[src/hw/rtl/xotm_pkg.sv]
// Package for the XML open tag matcher: widths, character codes,
// configuration register indexes and the scan mode type.
// No dependencies.
`default_nettype none

package xotm_pkg;

  // Defaults for the top-level parameters
  localparam int MAX_NAME_CHARS_DEF = 8;
  localparam int NUM_NAMES_DEF      = 4;

  // Configuration register layout
  localparam int NAME_REGS   = 4;
  localparam int NAME_W      = 64;
  localparam int NAME_SEL_W  = 2;
  localparam int COUNT_W     = 3;
  localparam int CFG_IDX_W   = 3;
  localparam int CHAR_W      = 8;
  localparam int CHAR_SEL_W  = 3;
  localparam int TAG_INDEX_W = 2;

  localparam logic [CFG_IDX_W-1:0] REG_TAG_COUNT = 3'd4;
  localparam logic [COUNT_W-1:0]   COUNT_RESET   = 3'd1;

  // Characters that steer the scan
  localparam logic [CHAR_W-1:0] CH_LT    = 8'h3C;
  localparam logic [CHAR_W-1:0] CH_GT    = 8'h3E;
  localparam logic [CHAR_W-1:0] CH_SLASH = 8'h2F;
  localparam logic [CHAR_W-1:0] CH_SPACE = 8'h20;
  localparam logic [CHAR_W-1:0] CH_NUL   = 8'h00;

  typedef enum logic [1:0] {
    MODE_SEEK,   // looking for '<'
    MODE_FIRST,  // first byte after '<'
    MODE_NAME,   // inside a tag name
    MODE_WAIT    // name matched, waiting for '>'
  } scan_mode_t;

endpackage

`default_nettype wire

[src/hw/rtl/xml_open_tag_matcher.sv]
// XML open tag matcher top level: byte scanner, name compare lanes and
// result register. Depends on xotm_pkg.
`default_nettype none

// Takes XML text one byte per item and reports, on the '>' that closes an
// opening tag, which of the first tag_count configured names (eight
// characters at most, first character in the low byte, zero padded) the tag
// name equals exactly; the lowest index wins. Closing tags are skipped. An
// item flagged final that reports no match gives a not-found result, and
// the scan starts afresh after every final item. The block takes one item
// per cycle unless a waiting result is not taken; each item passes an input
// register and then the result register, so a result is loaded at the clock
// edge after its item is accepted and is valid from then on, unless a
// waiting result holds it back. The scan state updates as each item leaves
// the input register (one character compare per name lane), which sets that
// rate. Write the configuration registers only while no item is in flight.
module xml_open_tag_matcher #(
  parameter int MAX_NAME_CHARS = xotm_pkg::MAX_NAME_CHARS_DEF,
  parameter int NUM_NAMES      = xotm_pkg::NUM_NAMES_DEF
) (
  input  wire logic                               clk,
  input  wire logic                               rst_n,
  // configuration write port
  input  wire logic                               cfg_we,
  input  wire logic [xotm_pkg::CFG_IDX_W-1:0]     cfg_index,
  input  wire logic [xotm_pkg::NAME_W-1:0]        cfg_wdata,
  // text input
  input  wire logic                               in_valid,
  output logic                                    in_ready,
  input  wire logic [xotm_pkg::CHAR_W-1:0]        in_text_byte,
  input  wire logic                               in_final_byte,
  // results
  output logic                                    out_valid,
  input  wire logic                               out_ready,
  output logic                                    out_found,
  output logic [xotm_pkg::TAG_INDEX_W-1:0]        out_tag_index
);

  localparam int POS_W = $clog2(MAX_NAME_CHARS + 1);
  localparam logic [POS_W-1:0] POS_MAX = POS_W'(MAX_NAME_CHARS);

  // Configuration registers
  logic [xotm_pkg::NAME_W-1:0]  names_r [xotm_pkg::NAME_REGS];
  logic [xotm_pkg::COUNT_W-1:0] count_r;

  // Input register
  logic                         s1_valid_r;
  logic [xotm_pkg::CHAR_W-1:0]  s1_byte_r;
  logic                         s1_last_r;
  logic                         s1_adv;

  // Scan state
  xotm_pkg::scan_mode_t             mode_r, mode_nxt;
  logic [POS_W-1:0]                 pos_r, pos_nxt;
  logic [NUM_NAMES-1:0]             match_r, match_nxt;
  logic [xotm_pkg::TAG_INDEX_W-1:0] win_r, win_nxt;

  // Result register
  logic                             out_valid_r;
  logic                             out_found_r;
  logic [xotm_pkg::TAG_INDEX_W-1:0] out_tag_index_r;

  // Lane compare signals
  logic [POS_W-1:0]                 cmp_pos;
  logic [xotm_pkg::CHAR_SEL_W-1:0]  char_sel;
  logic                             pos_full;
  logic [POS_W-1:0]                 pos_inc;
  logic [NUM_NAMES-1:0]             lane_act;
  logic [NUM_NAMES-1:0]             lane_keep;
  logic [NUM_NAMES-1:0]             lane_end;
  logic                             end_ok;
  logic [xotm_pkg::TAG_INDEX_W-1:0] end_idx;
  logic                             hit;
  logic [xotm_pkg::TAG_INDEX_W-1:0] hit_idx;
  logic                             emit;
  logic                             is_sep;

  // Configuration writes
  always_ff @(posedge clk) begin
    if (!rst_n) begin
      for (int i = 0; i < xotm_pkg::NAME_REGS; i++) begin
        names_r[i] <= '0;
      end
      count_r <= xotm_pkg::COUNT_RESET;
    end else if (cfg_we) begin
      if (cfg_index < xotm_pkg::CFG_IDX_W'(xotm_pkg::NAME_REGS)) begin
        names_r[cfg_index[xotm_pkg::NAME_SEL_W-1:0]] <= cfg_wdata;
      end else if (cfg_index == xotm_pkg::REG_TAG_COUNT) begin
        count_r <= cfg_wdata[xotm_pkg::COUNT_W-1:0];
      end
    end
  end

  // Handshake: advance the input register when the result slot is free or being read
  assign s1_adv   = s1_valid_r && (!out_valid_r || out_ready);
  assign in_ready = !s1_valid_r || s1_adv;

  always_ff @(posedge clk) begin
    if (!rst_n) begin
      s1_valid_r <= 1'b0;
    end else if (in_ready) begin
      s1_valid_r <= in_valid;
    end
  end

  always_ff @(posedge clk) begin
    if (in_valid && in_ready) begin
      s1_byte_r <= in_text_byte;
      s1_last_r <= in_final_byte;
    end
  end

  // Character position under compare: zero on the first name byte
  assign cmp_pos  = (mode_r == xotm_pkg::MODE_FIRST) ? '0 : pos_r;
  assign char_sel = xotm_pkg::CHAR_SEL_W'(cmp_pos);
  assign pos_full = (cmp_pos >= POS_MAX);
  assign pos_inc  = pos_full ? cmp_pos : cmp_pos + POS_W'(1);

  // One compare lane per name; lanes without a register hold an empty name
  for (genvar j = 0; j < NUM_NAMES; j++) begin : g_lane
    logic [xotm_pkg::CHAR_W-1:0] lane_ch;
    if (j < xotm_pkg::NAME_REGS) begin : g_reg
      assign lane_ch =
        names_r[j][{char_sel, 3'b000} +: xotm_pkg::CHAR_W];
    end else begin : g_empty
      assign lane_ch = xotm_pkg::CH_NUL;
    end
    assign lane_act[j]  = (count_r > xotm_pkg::COUNT_W'(j));
    assign lane_keep[j] = !pos_full && (s1_byte_r != xotm_pkg::CH_NUL)
                          && (lane_ch == s1_byte_r);
    assign lane_end[j]  = match_r[j] && (pos_full || lane_ch == xotm_pkg::CH_NUL);
  end

  // Pick the lowest lane whose name ends here
  always_comb begin
    end_idx = '0;
    for (int j = NUM_NAMES - 1; j >= 0; j--) begin
      if (lane_end[j]) begin
        end_idx = xotm_pkg::TAG_INDEX_W'(j);
      end
    end
    end_ok = (|lane_end) && (pos_r != '0);
  end

  assign is_sep = (s1_byte_r == xotm_pkg::CH_SPACE) || (s1_byte_r == xotm_pkg::CH_GT);

  // Scan state register
  always_ff @(posedge clk) begin
    if (!rst_n) begin
      mode_r  <= xotm_pkg::MODE_SEEK;
      pos_r   <= '0;
      match_r <= '0;
      win_r   <= '0;
    end else begin
      mode_r  <= mode_nxt;
      pos_r   <= pos_nxt;
      match_r <= match_nxt;
      win_r   <= win_nxt;
    end
  end

  // Next scan state and result for the item in the input register
  always_comb begin
    mode_nxt  = mode_r;
    pos_nxt   = pos_r;
    match_nxt = match_r;
    win_nxt   = win_r;
    hit       = 1'b0;
    hit_idx   = '0;
    if (s1_adv) begin
      case (mode_r)
        xotm_pkg::MODE_SEEK: begin
          if (s1_byte_r == xotm_pkg::CH_LT) begin
            mode_nxt = xotm_pkg::MODE_FIRST;
          end
        end
        xotm_pkg::MODE_FIRST: begin
          if (is_sep || s1_byte_r == xotm_pkg::CH_SLASH) begin
            mode_nxt = xotm_pkg::MODE_SEEK;
          end else begin
            match_nxt = lane_act & lane_keep;
            pos_nxt   = pos_inc;
            mode_nxt  = xotm_pkg::MODE_NAME;
          end
        end
        xotm_pkg::MODE_NAME: begin
          if (is_sep) begin
            if (!end_ok) begin
              mode_nxt = xotm_pkg::MODE_SEEK;
            end else if (s1_byte_r == xotm_pkg::CH_GT) begin
              hit      = 1'b1;
              hit_idx  = end_idx;
              mode_nxt = xotm_pkg::MODE_SEEK;
            end else begin
              win_nxt  = end_idx;
              mode_nxt = xotm_pkg::MODE_WAIT;
            end
          end else begin
            match_nxt = match_r & lane_keep;
            pos_nxt   = pos_inc;
          end
        end
        xotm_pkg::MODE_WAIT: begin
          if (s1_byte_r == xotm_pkg::CH_GT) begin
            hit      = 1'b1;
            hit_idx  = win_r;
            mode_nxt = xotm_pkg::MODE_SEEK;
          end
        end
        default: begin
          mode_nxt = xotm_pkg::MODE_SEEK;
        end
      endcase
      // Drop all scan state after the last byte of a text
      if (s1_last_r) begin
        mode_nxt  = xotm_pkg::MODE_SEEK;
        pos_nxt   = '0;
        match_nxt = '0;
        win_nxt   = '0;
      end
    end
  end

  assign emit = hit || s1_last_r;

  // Result register: load on a reporting item, clear when taken
  always_ff @(posedge clk) begin
    if (!rst_n) begin
      out_valid_r <= 1'b0;
    end else if (s1_adv && emit) begin
      out_valid_r <= 1'b1;
    end else if (out_ready) begin
      out_valid_r <= 1'b0;
    end
  end

  always_ff @(posedge clk) begin
    if (s1_adv && emit) begin
      out_found_r     <= hit;
      out_tag_index_r <= hit_idx;
    end
  end

  assign out_valid     = out_valid_r;
  assign out_found     = out_found_r;
  assign out_tag_index = out_tag_index_r;

`ifndef SYNTH
  // A not-found result always carries index zero
  a_notfound_idx: assert property (@(posedge clk) disable iff (!rst_n)
    out_valid_r && !out_found_r |-> out_tag_index_r == '0)
    else $error("not-found result with nonzero index");

  // Name position never passes the name limit
  a_pos_limit: assert property (@(posedge clk) disable iff (!rst_n)
    pos_r <= POS_MAX)
    else $error("name position beyond limit");

  // A stalled result holds the item in the input register
  a_stall_hold: assert property (@(posedge clk) disable iff (!rst_n)
    s1_valid_r && out_valid_r && !out_ready |=> s1_valid_r && $stable(s1_byte_r))
    else $error("input item lost under stall");

  // The last byte of a text leaves a clean scan state
  a_final_clear: assert property (@(posedge clk) disable iff (!rst_n)
    s1_adv && s1_last_r |=> mode_r == xotm_pkg::MODE_SEEK && match_r == '0
      && pos_r == '0)
    else $error("scan state not cleared after last byte");
`endif

endmodule

`default_nettype wire
[config.mk]
export PLATFORM = sky130hd
export DESIGN_NAME = xml_open_tag_matcher
export DESIGN_NICKNAME = d
export VERILOG_FILES = /design/src/hw/rtl/xotm_pkg.sv /design/src/hw/rtl/xml_open_tag_matcher.sv
export SDC_FILE = /design/constraint.sdc
export NUM_CORES = 1
export LEC_CHECK = 0
export ABC_CLOCK_PERIOD_IN_PS = 7910
export BUFFER_PORTS_ARGS = -buffer_cell sky130_fd_sc_hd__buf_2
export CAP_MARGIN = 10
export CORE_MARGIN = 3
export CORE_UTILIZATION = 61
export CTS_CLUSTER_SIZE = 30
export DETAILED_ROUTE_END_ITERATION = 12
export PLACE_DENSITY = 0.82
export SYNTH_ARGS = -nofsm -noshare
export SYNTH_HDL_FRONTEND = slang
export SYNTH_SLANG_ARGS = --single-unit
[constraint.sdc]
create_clock -name clk -period 7.91 [get_ports clk]
set_clock_uncertainty 0.2 [all_clocks]
set_input_delay 0 -clock clk [delete_from_list [all_inputs] [get_ports clk]]
set_output_delay 0 -clock clk [all_outputs]
set_load 0.1 [all_outputs]
==> results.cfg, run 1 <==
[timing]
min_period_ns = 5.166
max_freq_ghz = 0.1936
finalHoldViolations = 0
slew_headroom_pct = 17.70
maxSlewViolCount = 0
finalSetupViolCount = 0
setup-tns-final_ns = 0
period_share_pct = 65.32
tightest_slew_ns = 1.229
holdWs_ns = 0.03566
rsz0062_at_grt = no

[yosys]
synth_edf_count = 268
netlist_instances = 1203
synth-seq-area-share_pct = 62.14
synthFlopType = edfxtp_1
synth_top_cell_by_area = edfxtp_1
yosysWarnings = 0
yosysTopAreaCellShare_pct = 59.62
synthArstFlopShare_pct = 0
synth_area_um2 = 13500
synth.area.top_cells = edfxtp_1 (60%), nor2_1 (6.5%), nand2_1 (2.9%)
syn_area_per_cell_um2 = 11.22
synth-seq-cells = 285
synth.distinct_cells = 70
syn_nets = 1286

[placement]
hpwl_mm = 22.78
portBuffers = 85
place_congestion = 1.009

[clock_network]
cts_tree = built
path_clk_slew_ns = 0.06
clockBufferDepth = 3
worstSkewPairLatency_ns = 0.56
clock-sinks = 285
cts-htree-levels = 1
cts_inserted_buffers = 28
post-cts-setup-buffer-count = 0
cts-root-buf = clkbuf_16

[power_and_ir_drop]
sequentialPowerShare_pct = 50.3
p_sw_share_pct = 23.22
combPwrFrac_pct = 9.2
p_switching_uw = 829.4
peakVddDrop_uv = 203.7
p_leak_nw = 5.945
power_density_nw_per_um2 = 224.4
pwr-share-clk_pct = 40.5
p_int_mw = 2.742

[route]
dr.first_iter.drc_count = 1468
wl_mm = 37.53
vias = 10250
drt_first_pass_iters = 6
wl_per_cell_um = 23.01
post-route-drc-count = 0
drt-vias-per-instance = 6.283
ant_nets = 0

[global_routing]
antenna_found_initial = 0
overflow = 0
grt_pass1_vias = 9949
grt_pass1_wl_mm = 57.33
track_usage_pct = 30.99
grt_max_degree = 67

[worst_setup_path]
critPathLaunchType = register
worstPathRequired_ns = 7.90
cp-end-kind = register
r2r_cells = 11
r2r_start = mode_r[1]
critPathKind = register to register
arrival_ns = 5.15
r2r_end = out_tag_index[0]
rrSetupSlack_ns = 2.74
critPathMaxFanout = 61

[die]
core_area_um2 = 21350
placementRows = 53
die_x_um = 154.8
ioPinCount = 86
start_util_pct = 63.21
die-area_um2 = 23950
die_h_um = 154.8

[hold_path]
worstHoldStart = cfg_index[0]
whs_path_depth = 4
holdPathEnd = names_r[1][8]
hold_class = input port to register

[run_status]
status = finished clean

[finish]
drive_above_1_share_pct = 14.90
fin_nets = 1417
area_growth_pct = 17.92
antenna-diode-count = 0
utilization_pct = 74.54

[flow_run]
maxCapViolations = 0
==> critical path: stages (launching register included) <==
cell,delay (ns)
dfxtp_1,0.53
nand2b_2,0.18
buf_4,0.52
nand2_1,0.56
buf_4,0.40
a2111oi_0,0.85
o22ai_1,0.19
nor4_1,0.43
o21a_1,0.22
or4b_1,0.17
a21oi_1,0.12
o21ai_0,0.40
==> per-stage QoR <==
step / area [um2] / power (mW) / instances / setup WS (ns)
detailed placement: 14000 / 2.108 / 1487 / 2.979
global placement: 14000 / 2.099 / 1487 / 3.280
CTS: 15910 / 3.559 / 1630 / 2.924
global route: 15920 / 3.657 / 1631 / 2.421
finish: 15920 / 3.571 / 1631 / 2.744
floorplan: 13500 / 2.004 / 1203 / 2.160
==> cell usage after synthesis, types with 3 or more instances <==
cell type,n
a2111oi_0,26
a21boi_0,5
a21oi_1,12
a221o_1,4
a221oi_1,15
a22o_1,7
a31oi_1,4
and2_1,9
and3_1,20
and4_1,14
buf_1,14
buf_2,20
buf_4,6
buf_6,6
clkbuf_1,43
dfxtp_1,17
edfxtp_1,268
inv_1,74
mux2_2,33
mux2i_1,34
nand2_1,106
nand2b_1,11
nand3_1,35
nand3b_1,4
nand4_1,5
nor2_1,232
nor3_1,36
nor4_1,7
o211ai_1,4
o21a_1,3
o21ai_0,39
o221ai_1,4
o22ai_1,11
or3_1,4
or4_1,4
xnor2_1,20
xor2_1,7
==> flip-flops by register name (all words and copies together), names as in the netlist <==
register       cells
names_r          256
s1_last_r          1
out_tag_index      2
s1_byte_r          8
match_r            4
out_valid          1
out_found          1
pos_r              4
mode_r             2
count_r            3
s1_valid_r         1
win_r              2
==> power by group through the flow <==
stage	sequential [mW]	clock, mW	combinational, mW
2_1_floorplan	1.81	0	0.192
3_5_place_dp	1.82	0	0.284
5_1_grt	1.80	1.50	0.350
6_report	1.80	1.45	0.329
3_3_place_gp	1.82	0	0.278
4_1_cts	1.79	1.45	0.320
==> kinds of logic (layout without fill, tap and decap cells) <==
| logic type | count (synthesis) | after routing | synth area share (%) |
|---|---|---|---|
| muxes | 68 | 68 | 5.358 |
| buffers and inverters | 165 | 318 | 5.358 |
| and+or+nand+nor | 503 | 503 | 16.98 |
| DFF | 285 | 285 | 62.14 |
| AOI/OAI and AO/OA | 153 | 153 | 8.222 |
| xor gates and xnor gates | 27 | 27 | 1.752 |
| adders and majority gates | 2 | 2 | 0.1854 |
==> how the worst max path moves through the flow <==
stage                            start          endpoint  cells after the start
after floorplan           cfg_index[0]     names_r[0][0]                      3
after global placement        pos_r[1]         out_found                      9
after detailed placement     mode_r[1]  out_tag_index[1]                     11
after CTS                    mode_r[1]         out_found                     11
after global routing         mode_r[1]  out_tag_index[1]                     11
final                        mode_r[1]  out_tag_index[0]                     11
==> layout by cell type, fill, tap and decap left out, types with 26 or more instances in the layout <==
| master | Yosys | routed |
|---|---|---|
| nor3_1 | 36 | 36 |
| nor2_1 | 232 | 231 |
| edfxtp_1 | 268 | 268 |
| nand2_1 | 106 | 106 |
| o21ai_0 | 39 | 35 |
| a2111oi_0 | 26 | 26 |
| clkbuf_16 | 0 | 29 |
| mux2i_1 | 34 | 34 |
| mux2_2 | 33 | 33 |
| dlygate4sd3_1 | 0 | 92 |
| inv_1 | 74 | 74 |
| buf_2 | 20 | 85 |
| nand3_1 | 35 | 35 |
==> timing repair <==
item | CTS | global route
resized for setup | 0 | 0
hold endpoints to repair | 284 | 1
hold buffers | 91 | 1
==> area by class of cell <==
| type | instances | area, um2 |
|---|---|---|
| inverter | 75 | 281.5 |
| fill | 1376 | 5436 |
| clock inverter | 20 | 261.5 |
| tap | 275 | 344.1 |
| timing repair buffer | 191 | 1451 |
| sequential | 285 | 8392 |
| clock buffer | 32 | 737.0 |
| multi-input combinational | 753 | 4449 |
==> metal layers <==
layer  vias to the layer above  wire (um)  GRT usage [%]
met5                         -          0              0
met4                         0       1324          10.09
met3                       104       4423          6.240
met2                       712      17970          51.23
met1                      4867      13800          41.66
li1                       4564          -              -
No activity file was read; power rests on OpenSTA's default activity.
==> run 2, diff against run 1 <==
--- a/config.mk
+++ b/config.mk
@@ -5,14 +5,14 @@
 export SDC_FILE = /design/constraint.sdc
 export NUM_CORES = 1
 export LEC_CHECK = 0
-export ABC_CLOCK_PERIOD_IN_PS = 7910
+export ABC_CLOCK_PERIOD_IN_PS = 4100
 export BUFFER_PORTS_ARGS = -buffer_cell sky130_fd_sc_hd__buf_2
 export CAP_MARGIN = 10
 export CORE_MARGIN = 3
-export CORE_UTILIZATION = 61
+export CORE_UTILIZATION = 55
 export CTS_CLUSTER_SIZE = 30
 export DETAILED_ROUTE_END_ITERATION = 12
-export PLACE_DENSITY = 0.82
+export PLACE_DENSITY = 0.78
 export SYNTH_ARGS = -nofsm -noshare
 export SYNTH_HDL_FRONTEND = slang
 export SYNTH_SLANG_ARGS = --single-unit
==> constraint.sdc (replaced) <==
create_clock -name clk -period 4.1 [get_ports clk]
set_clock_uncertainty 0.2 [all_clocks]
set_input_delay 0 -clock clk [delete_from_list [all_inputs] [get_ports clk]]
set_output_delay 0 -clock clk [all_outputs]
set_load 0.1 [all_outputs]
==> run 2 against run 1 <==
  * Critical path depth increased by 1
  * Sequential power increased by 92%
  * Setup slack worse by 2.5 ns
  * Die area increased by 10%
  * Utilization decreased by 6.2 points
  * Global-route usage decreased by 1.9 points
  * Critical endpoint is now out_found
==> results.cfg, run 2 (synthesis results as in run 1) <==
[run_status]
status = finished clean

[global_routing]
overflow = 0
track_usage_pct = 29.06
grt_pass1_vias = 10200
grt_pass1_wl_mm = 59.05
grt_max_degree = 65
antenna_found_initial = 0

[die]
die_h_um = 162.7
placementRows = 56
core_area_um2 = 23820
die_x_um = 162.7
start_util_pct = 56.66
ioPinCount = 86
die-area_um2 = 26460

[finish]
fin_nets = 1464
largest_reg_flops = 256
final_common_cell = edfxtp_1
final_cell_mix = edfxtp_1 (268), nor2_1 (231), nand2_1 (106), dlygate4sd3_1 (94), buf_2 (85)
area_growth_pct = 20.64
largest-register = names_r
drive_above_1_share_pct = 16.92
antenna-diode-count = 0
utilization_pct = 68.36
reg_top3 = names_r: 256 flops, s1_byte_r: 8 flops

[timing]
finalSetupViolCount = 0
holdWs_ns = 0.1112
slew_headroom_pct = 32.18
maxSlewViolCount = 0
finalHoldViolations = 0
setup-tns-final_ns = 0
max_freq_ghz = 0.2578
tightest_slew_ns = 1.017
rsz0062_at_grt = no
min_period_ns = 3.879
period_share_pct = 94.60

[route]
ant_nets = 0
drt-vias-per-instance = 6.008
dr.first_iter.drc_count = 1420
post-route-drc-count = 0
wl_mm = 38.36
drt_first_pass_iters = 6
wl_per_cell_um = 22.30
vias = 10330

[placement]
place_congestion = 0.9923
portBuffers = 85
hpwl_mm = 24.78

[clock_network]
clockBufferDepth = 3
cts_tree = built
clock-sinks = 285
cts-root-buf = clkbuf_16
cts-htree-levels = 1
post-cts-setup-buffer-count = 0
worstSkewPairLatency_ns = 0.57
cts_inserted_buffers = 29
path_clk_slew_ns = 0.06

[worst_setup_path]
cp_top_family = compound AO/OA/AOI/OAI gates
slowest_stage = nor4_1
cp_common_cell = buf_4
arrival_ns = 3.89
critPathKind = register to register
worstPathRequired_ns = 4.11
path_buf_inv = 3
cp-end-kind = register
critPathLaunchType = register
critPathMaxFanout = 18
max_stage_delay_ns = 0.47
path_cells = nand2b_2 > buf_4 > buf_4 > and3_1 > a2111oi_0 > buf_4 > o22ai_1 > nor4_1 > o21a_1 > or4b_1 > a21oi_1 > o21ai_0

[power_and_ir_drop]
power_density_nw_per_um2 = 413.3
peakVddDrop_uv = 406.4
p_leak_nw = 6.149

[flow_run]
maxCapViolations = 0

[hold_path]
hold_class = input port to register
run 2: final cells by class:
| cell class | instances | area [um2] |
|---|---|---|
| Clock inverter | 15 | 166.4 |
| Fill cell | 1694 | 7538 |
| Inverter | 75 | 281.5 |
| Timing Repair Buffer | 237 | 1839 |
| Sequential cell | 285 | 8392 |
| Clock buffer | 36 | 752.0 |
| Multi-Input combinational cell | 753 | 4454 |
| Tap cell | 319 | 399.1 |
run 2: path summary, 6_finish.rpt:
kind                          to     startpoint  cells past startpoint  slack [ns]
setup / recovery       out_found      mode_r[0]                     12        0.22
hold / removal    names_r[3][25]  cfg_wdata[25]                      4        0.11
setup reg to reg       out_found      mode_r[0]                     12        0.22
hold reg to reg       match_r[0]     match_r[0]                      2        0.28
run 2: power by group:
group,switching [mW],internal [mW]
Clock,1.11,1.49
Combinational,0.406,0.263
Sequential,0.0846,3.38
run 2: metrics by stage:
step,cells,power (mW),instance area [um2],worst slack [ns]
2_1_floorplan,1203,3.856,13500,0.07987
3_3_place_gp,1575,4.088,14420,0.4656
3_5_place_dp,1575,4.101,14420,0.3666
4_1_cts,1720,6.706,16280,0.3284
5_1_grt,1720,6.904,16280,0.03432
6_report,1720,6.730,16280,0.2215
run 2: per-layer routing:
layer | part of all wire [%] | track usage [%] | vias up
met4 | 4.0 | 9.804 | 0
met5 | 0 | 0 | -
met3 | 9.8 | 4.883 | 108
met1 | 39 | 39.75 | 4922
li1 | - | - | 4658
met2 | 47 | 47.77 | 646
run 2: what timing repair did:
action | CTS | global route
hold buffers | 94 | 0
endpoints found under the hold margin | 288 | 0
setup endpoints to repair | 0 | 3
resized for setup | 0 | 2
run 2: worst reg2reg max path, cell delays in order, from the launching register on:
cell and delay (ns):
dfxtp_1 0.43, nand2b_2 0.14, buf_4 0.22, buf_4 0.22
and3_1 0.19, a2111oi_0 0.45, buf_4 0.21, o22ai_1 0.08
nor4_1 0.47, o21a_1 0.26, or4b_1 0.20, a21oi_1 0.11
o21ai_0 0.35
